[config.mk]
export PLATFORM = sky130hd
export DESIGN_NAME = tree_to_prufer_encoder_unit
export DESIGN_NICKNAME = d
export VERILOG_FILES = /design/src/rtl/prf_pkg.sv /design/src/rtl/prf_ram.sv /design/src/rtl/prf_store.sv /design/src/rtl/prf_alu.sv /design/src/rtl/tree_to_prufer_encoder_unit.sv
export SDC_FILE = /design/constraint.sdc
export NUM_CORES = 2
export LEC_CHECK = 0
export BUFFER_PORTS_ARGS = -buffer_cell sky130_fd_sc_hd__buf_2
export CORE_MARGIN = 10
export CORE_UTILIZATION = 40
export DETAILED_ROUTE_END_ITERATION = 8
export GPL_TIMING_DRIVEN = 0
export PLACE_DENSITY_LB_ADDON = 0.15
export SYNTH_ARGS = -nofsm -noshare
export SYNTH_HDL_FRONTEND = slang
export SYNTH_SLANG_ARGS = --single-unit
export TNS_END_PERCENT = 10
[constraint.sdc]
create_clock -name clk -period 6.72 [get_ports clk]
set_input_delay 0.672 -clock clk [delete_from_list [all_inputs] [get_ports clk]]
set_output_delay 0.672 -clock clk [all_outputs]
set_load 0.02 [all_outputs]
[src/rtl/prf_pkg.sv]
package prf_pkg;

  localparam int MAX_NODES = 64;
  localparam int ADDR_W    = $clog2(MAX_NODES);
  localparam int LABEL_W   = 7;
  localparam int DEG_W     = 7;
  localparam int COUNT_W   = 6;
  localparam int DATA_W    = 32;
  localparam int PADDR_W   = 3;

  localparam logic [0:0]         REG_NODE_COUNT   = 1'b0;
  localparam logic [LABEL_W-1:0] NODE_COUNT_RESET = LABEL_W'(64);

  typedef logic [LABEL_W-1:0] label_t;

  typedef struct packed {
    logic [DEG_W-1:0] degree;
    label_t           nbr_xor;
  } entry_t;

  typedef struct packed {
    logic              rd_en;
    logic [ADDR_W-1:0] rd_addr;
    logic              wr_en;
    logic [ADDR_W-1:0] wr_addr;
    entry_t            wr_data;
    logic              clear;
  } store_req_t;

  typedef enum logic {
    ALU_INC,
    ALU_DEC
  } alu_op_t;

  typedef enum logic [3:0] {
    ST_IDLE,
    ST_A_RD,
    ST_A_WR,
    ST_B_RD,
    ST_B_WR,
    ST_EDGE_END,
    ST_SCAN_RD,
    ST_SCAN_CK,
    ST_LEAF_RD,
    ST_LEAF_CK,
    ST_NB_RD,
    ST_NB_WR,
    ST_NEXT,
    ST_DONE
  } state_t;

  function automatic logic [ADDR_W-1:0] label_index(label_t lab);
    label_t idx;
    idx = lab - LABEL_W'(1);
    return idx[ADDR_W-1:0];
  endfunction

  function automatic logic in_store(label_t lab);
    return (lab != '0) && (lab <= LABEL_W'(MAX_NODES));
  endfunction

endpackage

[src/rtl/prf_ram.sv]
module prf_ram #(
  parameter int WIDTH = 8,
  parameter int DEPTH = 64
) (
  input  logic                     clk,
  input  logic                     wr_en,
  input  logic [$clog2(DEPTH)-1:0] wr_addr,
  input  logic [WIDTH-1:0]         wr_data,
  input  logic                     rd_en,
  input  logic [$clog2(DEPTH)-1:0] rd_addr,
  output logic [WIDTH-1:0]         rd_data
);

  logic [WIDTH-1:0] mem [DEPTH];

  always_ff @(posedge clk) begin
    if (wr_en) begin
      mem[wr_addr] <= wr_data;
    end
    if (rd_en) begin
      rd_data <= mem[rd_addr];
    end
  end

endmodule

[src/rtl/prf_store.sv]
module prf_store (
  input  logic                clk,
  input  logic                rst,
  input  prf_pkg::store_req_t req,
  output prf_pkg::entry_t     rd_data
);

  logic [prf_pkg::MAX_NODES-1:0]    entry_valid;
  logic                             valid_q;
  logic [$bits(prf_pkg::entry_t)-1:0] ram_rdata;

  prf_ram #(
    .WIDTH ($bits(prf_pkg::entry_t)),
    .DEPTH (prf_pkg::MAX_NODES)
  ) u_ram (
    .clk     (clk),
    .wr_en   (req.wr_en),
    .wr_addr (req.wr_addr),
    .wr_data (req.wr_data),
    .rd_en   (req.rd_en),
    .rd_addr (req.rd_addr),
    .rd_data (ram_rdata)
  );

  always_ff @(posedge clk) begin
    if (rst || req.clear) begin
      entry_valid <= '0;
    end else if (req.wr_en) begin
      entry_valid[req.wr_addr] <= 1'b1;
    end
  end

  always_ff @(posedge clk) begin
    if (req.rd_en) begin
      valid_q <= entry_valid[req.rd_addr];
    end
  end

  assign rd_data = valid_q ? prf_pkg::entry_t'(ram_rdata) : '0;

  a_no_rw_same_addr: assert property (@(posedge clk) disable iff (rst)
    !(req.wr_en && req.rd_en && (req.wr_addr == req.rd_addr)))
    else $error("store read and write hit the same entry");

  a_clear_empties: assert property (@(posedge clk) disable iff (rst)
    req.clear |=> (entry_valid == '0))
    else $error("store not empty after clear");

endmodule

[src/rtl/prf_alu.sv]
module prf_alu (
  input  prf_pkg::alu_op_t op,
  input  prf_pkg::entry_t  cur,
  input  prf_pkg::label_t  other,
  output prf_pkg::entry_t  result
);

  always_comb begin
    result.nbr_xor = cur.nbr_xor ^ other;
    case (op)
      prf_pkg::ALU_INC: result.degree = cur.degree + prf_pkg::DEG_W'(1);
      prf_pkg::ALU_DEC: result.degree = cur.degree - prf_pkg::DEG_W'(1);
      default:          result.degree = cur.degree;
    endcase
  end

endmodule

[src/rtl/tree_to_prufer_encoder_unit.sv]
// Prufer encoder for labelled trees. Write node_count (register 0) while idle, then send the
// edges one request each; the edge with last_edge set starts encoding and node_count - 2
// codes follow (node_count capped at 64), the final one flagged by last_code (nothing for
// node_count of 2 or less). Degree and neighbour-XOR of every node live in one store with
// one access a cycle, so each edge reads and writes back both endpoints, with no write for
// an endpoint outside the store. Each code reads the leaf, loads the code into the output
// register once it is free, then reads and writes back the neighbour; the leaf scan reads
// the degree of each node it passes. No new edge is taken until the last code is loaded,
// and a clear empties the store after each sequence; it needs no clearing pass after reset.
module tree_to_prufer_encoder_unit (
  input  logic                          clk,
  input  logic                          rst,
  input  logic                          psel,
  input  logic                          penable,
  input  logic                          pwrite,
  input  logic [prf_pkg::PADDR_W-1:0]   paddr,
  input  logic [prf_pkg::DATA_W-1:0]    pwdata,
  output logic [prf_pkg::DATA_W-1:0]    prdata,
  output logic                          pready,
  input  logic                          in_valid,
  output logic                          in_ready,
  input  logic [prf_pkg::LABEL_W-1:0]   end_a,
  input  logic [prf_pkg::LABEL_W-1:0]   end_b,
  input  logic                          last_edge,
  output logic                          out_valid,
  input  logic                          out_ready,
  output logic [prf_pkg::LABEL_W-1:0]   code_node,
  output logic                          last_code
);

  prf_pkg::state_t     state;
  prf_pkg::state_t     state_next;
  prf_pkg::label_t     node_count;
  prf_pkg::label_t     edge_a;
  prf_pkg::label_t     edge_b;
  logic                edge_last;
  prf_pkg::label_t     scan_pointer;
  prf_pkg::label_t     current_leaf;
  logic [prf_pkg::COUNT_W-1:0] emitted_count;
  prf_pkg::label_t     nb_label;
  logic                nb_leaf;

  prf_pkg::label_t     eff_n;
  prf_pkg::label_t     total;
  logic                done_all;
  logic                leaf_in;
  logic                nb_in;
  prf_pkg::label_t     leaf_nb;
  logic                slot_free;
  logic                out_load;
  logic                cfg_write;

  prf_pkg::store_req_t req;
  prf_pkg::entry_t     rd_data;
  prf_pkg::alu_op_t    alu_op;
  prf_pkg::entry_t     alu_cur;
  prf_pkg::label_t     alu_other;
  prf_pkg::entry_t     alu_res;

  prf_store u_store (
    .clk     (clk),
    .rst     (rst),
    .req     (req),
    .rd_data (rd_data)
  );

  prf_alu u_alu (
    .op     (alu_op),
    .cur    (alu_cur),
    .other  (alu_other),
    .result (alu_res)
  );

  assign eff_n     = (node_count > prf_pkg::LABEL_W'(prf_pkg::MAX_NODES))
                   ? prf_pkg::LABEL_W'(prf_pkg::MAX_NODES) : node_count;
  assign total     = eff_n - prf_pkg::LABEL_W'(2);
  assign done_all  = ({1'b0, emitted_count} == total);
  assign leaf_in   = (current_leaf != '0) && (current_leaf <= eff_n);
  assign nb_in     = (nb_label != '0) && (nb_label <= eff_n);
  assign leaf_nb   = leaf_in ? rd_data.nbr_xor : '0;
  assign slot_free = !out_valid || out_ready;
  assign in_ready  = (state == prf_pkg::ST_IDLE);

  assign pready    = 1'b1;
  assign cfg_write = psel && penable && pwrite;
  assign prdata    = (paddr[2] == prf_pkg::REG_NODE_COUNT)
                   ? prf_pkg::DATA_W'(node_count) : '0;

  always_ff @(posedge clk) begin
    if (rst) begin
      node_count <= prf_pkg::NODE_COUNT_RESET;
    end else if (cfg_write && (paddr[2] == prf_pkg::REG_NODE_COUNT)) begin
      node_count <= pwdata[prf_pkg::LABEL_W-1:0];
    end
  end

  always_comb begin
    state_next = state;
    unique case (state)
      prf_pkg::ST_IDLE:     if (in_valid) state_next = prf_pkg::ST_A_RD;
      prf_pkg::ST_A_RD:     state_next = prf_pkg::in_store(edge_a) ? prf_pkg::ST_A_WR
                                                                   : prf_pkg::ST_B_RD;
      prf_pkg::ST_A_WR:     state_next = prf_pkg::ST_B_RD;
      prf_pkg::ST_B_RD:     state_next = prf_pkg::in_store(edge_b) ? prf_pkg::ST_B_WR
                                                                   : prf_pkg::ST_EDGE_END;
      prf_pkg::ST_B_WR:     state_next = prf_pkg::ST_EDGE_END;
      prf_pkg::ST_EDGE_END: begin
        if (!edge_last) begin
          state_next = prf_pkg::ST_IDLE;
        end else if (eff_n > prf_pkg::LABEL_W'(2)) begin
          state_next = prf_pkg::ST_SCAN_RD;
        end else begin
          state_next = prf_pkg::ST_DONE;
        end
      end
      prf_pkg::ST_SCAN_RD:  state_next = (scan_pointer > eff_n) ? prf_pkg::ST_LEAF_RD
                                                                : prf_pkg::ST_SCAN_CK;
      prf_pkg::ST_SCAN_CK:  state_next = (rd_data.degree == prf_pkg::DEG_W'(1))
                                       ? prf_pkg::ST_LEAF_RD : prf_pkg::ST_SCAN_RD;
      prf_pkg::ST_LEAF_RD:  state_next = prf_pkg::ST_LEAF_CK;
      prf_pkg::ST_LEAF_CK:  if (slot_free) state_next = prf_pkg::ST_NB_RD;
      prf_pkg::ST_NB_RD:    state_next = nb_in ? prf_pkg::ST_NB_WR : prf_pkg::ST_NEXT;
      prf_pkg::ST_NB_WR:    state_next = prf_pkg::ST_NEXT;
      prf_pkg::ST_NEXT: begin
        if (done_all) begin
          state_next = prf_pkg::ST_DONE;
        end else if (nb_leaf && (nb_label < scan_pointer)) begin
          state_next = prf_pkg::ST_LEAF_RD;
        end else begin
          state_next = prf_pkg::ST_SCAN_RD;
        end
      end
      prf_pkg::ST_DONE:     state_next = prf_pkg::ST_IDLE;
      default:              state_next = prf_pkg::ST_IDLE;
    endcase
  end

  always_comb begin
    req       = '0;
    alu_op    = prf_pkg::ALU_INC;
    alu_cur   = rd_data;
    alu_other = '0;
    out_load  = 1'b0;
    unique case (state)
      prf_pkg::ST_A_RD: begin
        req.rd_en   = prf_pkg::in_store(edge_a);
        req.rd_addr = prf_pkg::label_index(edge_a);
      end
      prf_pkg::ST_A_WR: begin
        alu_other   = edge_b;
        req.wr_en   = 1'b1;
        req.wr_addr = prf_pkg::label_index(edge_a);
      end
      prf_pkg::ST_B_RD: begin
        req.rd_en   = prf_pkg::in_store(edge_b);
        req.rd_addr = prf_pkg::label_index(edge_b);
      end
      prf_pkg::ST_B_WR: begin
        alu_other   = edge_a;
        req.wr_en   = 1'b1;
        req.wr_addr = prf_pkg::label_index(edge_b);
      end
      prf_pkg::ST_SCAN_RD: begin
        req.rd_en   = (scan_pointer <= eff_n);
        req.rd_addr = prf_pkg::label_index(scan_pointer);
      end
      prf_pkg::ST_LEAF_RD: begin
        req.rd_en   = leaf_in;
        req.rd_addr = prf_pkg::label_index(current_leaf);
      end
      prf_pkg::ST_LEAF_CK: begin
        alu_op      = prf_pkg::ALU_DEC;
        out_load    = slot_free;
        req.wr_en   = slot_free && leaf_in;
        req.wr_addr = prf_pkg::label_index(current_leaf);
      end
      prf_pkg::ST_NB_RD: begin
        req.rd_en   = nb_in;
        req.rd_addr = prf_pkg::label_index(nb_label);
      end
      prf_pkg::ST_NB_WR: begin
        alu_op      = prf_pkg::ALU_DEC;
        alu_other   = current_leaf;
        req.wr_en   = 1'b1;
        req.wr_addr = prf_pkg::label_index(nb_label);
      end
      prf_pkg::ST_DONE: begin
        req.clear   = 1'b1;
      end
      default: begin
      end
    endcase
    req.wr_data = alu_res;
  end

  always_ff @(posedge clk) begin
    if (rst) begin
      state <= prf_pkg::ST_IDLE;
    end else begin
      state <= state_next;
    end
  end

  always_ff @(posedge clk) begin
    if (rst) begin
      scan_pointer  <= prf_pkg::LABEL_W'(1);
      current_leaf  <= '0;
      emitted_count <= '0;
      nb_leaf       <= 1'b0;
    end else begin
      unique case (state)
        prf_pkg::ST_EDGE_END: begin
          scan_pointer  <= prf_pkg::LABEL_W'(1);
          emitted_count <= '0;
        end
        prf_pkg::ST_SCAN_RD: begin
          if (scan_pointer > eff_n) begin
            current_leaf <= scan_pointer;
          end
        end
        prf_pkg::ST_SCAN_CK: begin
          if (rd_data.degree == prf_pkg::DEG_W'(1)) begin
            current_leaf <= scan_pointer;
          end else begin
            scan_pointer <= scan_pointer + prf_pkg::LABEL_W'(1);
          end
        end
        prf_pkg::ST_LEAF_CK: begin
          if (slot_free) begin
            emitted_count <= emitted_count + prf_pkg::COUNT_W'(1);
          end
        end
        prf_pkg::ST_NB_RD: begin
          if (!nb_in) begin
            nb_leaf <= 1'b0;
          end
        end
        prf_pkg::ST_NB_WR: begin
          nb_leaf <= (alu_res.degree == prf_pkg::DEG_W'(1));
        end
        prf_pkg::ST_NEXT: begin
          if (!done_all) begin
            if (nb_leaf && (nb_label < scan_pointer)) begin
              current_leaf <= nb_label;
            end else if (scan_pointer <= eff_n) begin
              scan_pointer <= scan_pointer + prf_pkg::LABEL_W'(1);
            end
          end
        end
        prf_pkg::ST_DONE: begin
          scan_pointer  <= prf_pkg::LABEL_W'(1);
          current_leaf  <= '0;
          emitted_count <= '0;
        end
        default: begin
        end
      endcase
    end
  end

  always_ff @(posedge clk) begin
    if ((state == prf_pkg::ST_IDLE) && in_valid) begin
      edge_a    <= end_a;
      edge_b    <= end_b;
      edge_last <= last_edge;
    end
    if ((state == prf_pkg::ST_LEAF_CK) && slot_free) begin
      nb_label <= leaf_nb;
    end
  end

  always_ff @(posedge clk) begin
    if (rst) begin
      out_valid <= 1'b0;
    end else if (out_load) begin
      out_valid <= 1'b1;
    end else if (out_ready) begin
      out_valid <= 1'b0;
    end
  end

  always_ff @(posedge clk) begin
    if (out_load) begin
      code_node <= leaf_nb;
      last_code <= ({1'b0, emitted_count} + prf_pkg::LABEL_W'(1) == total);
    end
  end

  a_scan_bound: assert property (@(posedge clk) disable iff (rst)
    scan_pointer <= eff_n + prf_pkg::LABEL_W'(1))
    else $error("scan pointer ran past node count");

  a_emit_bound: assert property (@(posedge clk) disable iff (rst)
    (state == prf_pkg::ST_LEAF_CK) |-> ({1'b0, emitted_count} < total))
    else $error("more codes than node count allows");

  a_load_free: assert property (@(posedge clk) disable iff (rst)
    out_load |-> (!out_valid || out_ready))
    else $error("code loaded over a pending request");

endmodule

==> results.cfg <==
[run_status]
status = complete, no violations

[hold_path]
hold_end = edge_a[4]
worstHoldPathCells = 1
hold_class = in2reg
min_from = end_a[4]

[worst_setup_path]
endpoint_kind = flop
cp_num_buf_inv = 2
reg2reg_depth = 9
worst_path_largest_cell_delay_ps = 1150
crit_slowest_cell = nor2_1
required_ps = 7020
startpoint_type = flop
crit_fanout = 14
ff2ff_setup_slack_ps = 1150
worstPathArrival_ps = 5870
worstSetupPathType = reg2reg
critPathMostFrequentCell = nor2_1
r2r-start = nb_label[0]
crit_family = simple AND/OR/NAND/NOR gates
cp_cell_sequence = inv_1 -> ha_1 -> nor3b_1 -> xnor2_1 -> o22ai_1 -> nor2_1 -> clkbuf_1 -> nand3_1 -> nor2_1
r2r-end = u_store.u_ram.mem[34][10]

[clock_network]
cts-htree-levels = 3
post-cts-setup-buffer-count = 0
cts-root-buf = clkbuf_16
clkLatencyLatePin_ps = 710
clock-sinks = 1031
numCtsBuffers = 112
tritoncts = done
clockBufferDepth = 3
ctsResizeCount = 0
path_clk_slew_ps = 60
cts.hold.buffers_added = 0

[sta]
finalMaxSlewViolations = 0
setup_viol = 0
tightest_slew_ps = 1370
post-route-period-util_pct = 82.9
finalCriticalPeriod_ps = 5570
finClkSkew_ps = 45.7
setup_tns_ps = 0
finalHoldViolations = 0
fmax_mhz = 180
rsz0062_at_grt = no
relSlewSlack_pct = 8.48

[floorplan]
die_area_sq_mm = 0.123
initial_utilization_pct = 40.2
die_w_um = 351
die_y_um = 351
core_sq_mm = 0.109
ioPinCount = 100
num_rows = 121

[final_layout]
areaGrowthSynthToFinish_pct = 17.0
final_cells = 5193
num-fill-cells = 9799
nets = 3776
drive_above_1_share_pct = 14.9

[yosys]
netlist_area_sq_mm = 0.0437
synth_edf_count = 934
ys_seq_area_share_pct = 68.6
yosysTopAreaCell = edfxtp_1
ys_ff_latch = 1031
yosysUniqueCellTypes = 84
synth_cells = 3401
yosys_warnings = 0
async_flop_share_pct = 0
syn_area_per_cell_sq_um = 12.9
netlist.area_leader.share_pct = 64.1
ys.flop_type = edfxtp_1
synth_area_leaders = edfxtp_1 64%, nand2_1 7.1%, dfxtp_1 4.4%

[pwr]
power.density_mw_per_mm2 = 334
leakage_nw = 17.6
power.total_mw = 17.1
ir_drop_mv = 0.241

[place]
io_buffers = 46
gp_congestion = 0.975
hpwl_mm = 103
placed_cells = 4977

[detailed_routing]
firstDrtPassIters = 6
drc_errors = 0
drt-wirelength-per-cell_um = 27.9
drt_iter0_drc = 3465
vias_per_cell = 5.77
num_vias = 30000
wirelength_mm = 145
postRouteAntennaNets = 0

[global_routing]
grt_pass1_wl_mm = 207
grt_start_max_net_pins = 49
overflow = 0
grt_use_total_pct = 23.2
grt_pass1_vias = 28800
antenna_found_initial = 3

[run]
maxCapViolCount = 0
==> synth_stat cells, types with 19 or more instances <==
| cell type | number |
|---|---|
| xor2_1 | 22 |
| dfxtp_1 | 97 |
| nor3_1 | 56 |
| o21a_1 | 24 |
| buf_2 | 87 |
| a31oi_1 | 51 |
| inv_1 | 26 |
| a211oi_1 | 20 |
| nand3_1 | 207 |
| buf_4 | 45 |
| a311oi_1 | 99 |
| and3_1 | 109 |
| mux2i_1 | 50 |
| nor4_1 | 19 |
| clkbuf_1 | 105 |
| a21oi_1 | 30 |
| edfxtp_1 | 934 |
| nor2b_1 | 20 |
| nand2_1 | 833 |
| xnor2_1 | 26 |
| a32oi_1 | 29 |
| or3_1 | 29 |
| o21ai_0 | 48 |
| nor2_1 | 101 |
| ha_1 | 39 |
| mux4_2 | 36 |
==> cells in the final DEF (no fill, tap or decap), types with 20 or more instances in the layout <==
cell	Yosys	final
o21ai_0	48	48
nor2b_1	20	20
dfxtp_1	97	97
clkbuf_1	105	139
a31oi_1	51	51
and3_1	109	109
conb_1	2	26
mux4_2	36	36
nor2_2	0	20
inv_1	26	26
buf_6	5	26
ha_1	39	39
xnor2_1	26	25
nor3_1	56	48
a32oi_1	29	29
a211oi_1	20	20
buf_2	87	133
o21a_1	24	24
buf_4	45	84
edfxtp_1	934	934
nor2_1	101	81
a311oi_1	99	99
mux2i_1	50	50
a21oi_1	30	29
or3_1	29	29
nand3_1	207	207
clkbuf_16	0	114
nand2_1	833	832
==> area by class of cell <==
type	count	area [sq um]	share of cell area [%]
Tap cell	1414	1770	3.46
Buffer	249	1250	2.44
Sequential cell	1031	30000	58.6
Timing Repair Buffer	141	1560	3.04
Multi-Input combinational cell	2119	12900	25.2
Clock inverter	50	485	0.948
Clock buffer	161	3160	6.17
Inverter	26	97.6	0.191
Antenna cell	2	5.00	0.00978
==> layer usage <==
layer | vias to the layer above | global-route usage, % | share of wire [%]
li1 | 13300 | - | -
met1 | 15100 | 31.8 | 42
met2 | 1300 | 36.4 | 46
met3 | 296 | 4.30 | 8.4
met4 | 0 | 9.05 | 4.1
met5 | - | 0 | 0
==> sequential cells by signal, summed over array words and instances, names as in the netlist, 4 cells and up <==
name	cells
edge_b	7
edge_a	7
u_store.entry_valid	64
current_leaf	7
emitted_count	6
scan_pointer	7
nb_label	7
u_store.u_ram.rd_data	14
node_count	7
u_store.u_ram.mem	896
state	4
==> how the worst max path moves through the flow <==
stage	from	cells past startpoint	to
after global placement	u_store.valid_q	5	u_store.u_ram.mem[9][8]
after detailed placement	nb_label[0]	9	u_store.u_ram.mem[32][8]
after floorplan	u_store.valid_q	10	nb_leaf
after global routing	nb_label[0]	9	u_store.u_ram.mem[34][7]
final	nb_label[0]	9	u_store.u_ram.mem[34][10]
after CTS	nb_label[0]	9	u_store.u_ram.mem[32][5]
==> cell families (layout without fill, tap and decap cells) <==
group,count (synthesis),in the layout,share of synthesized area (%)
xor+xnor,48,48,0.961
buf+inv,275,627,3.08
fa+ha+maj,39,39,1.12
compound gates,460,460,8.20
other cells,2,28,0.0172
mux,86,86,3.00
flops,1031,1031,68.6
simple gates,1460,1460,15.1
==> power by group <==
part,switching [mW],total [mW],internal (mW)
clock network,2.57,6.13,3.57
registers,0.0453,7.46,7.41
logic,2.51,3.49,0.981
==> per-stage QoR <==
step	worst slack, ps	utilization [%]	area, sq um	hold WS, ps
floorplan	2040	-	43800	417
global placement	-4290	42.2	45800	430
detailed placement	1330	43.7	47500	442
CTS	1330	47.0	51100	135
global route	1040	47.1	51200	145
finish	1150	47.1	51200	173
Power figures use the tool's default switching activity.
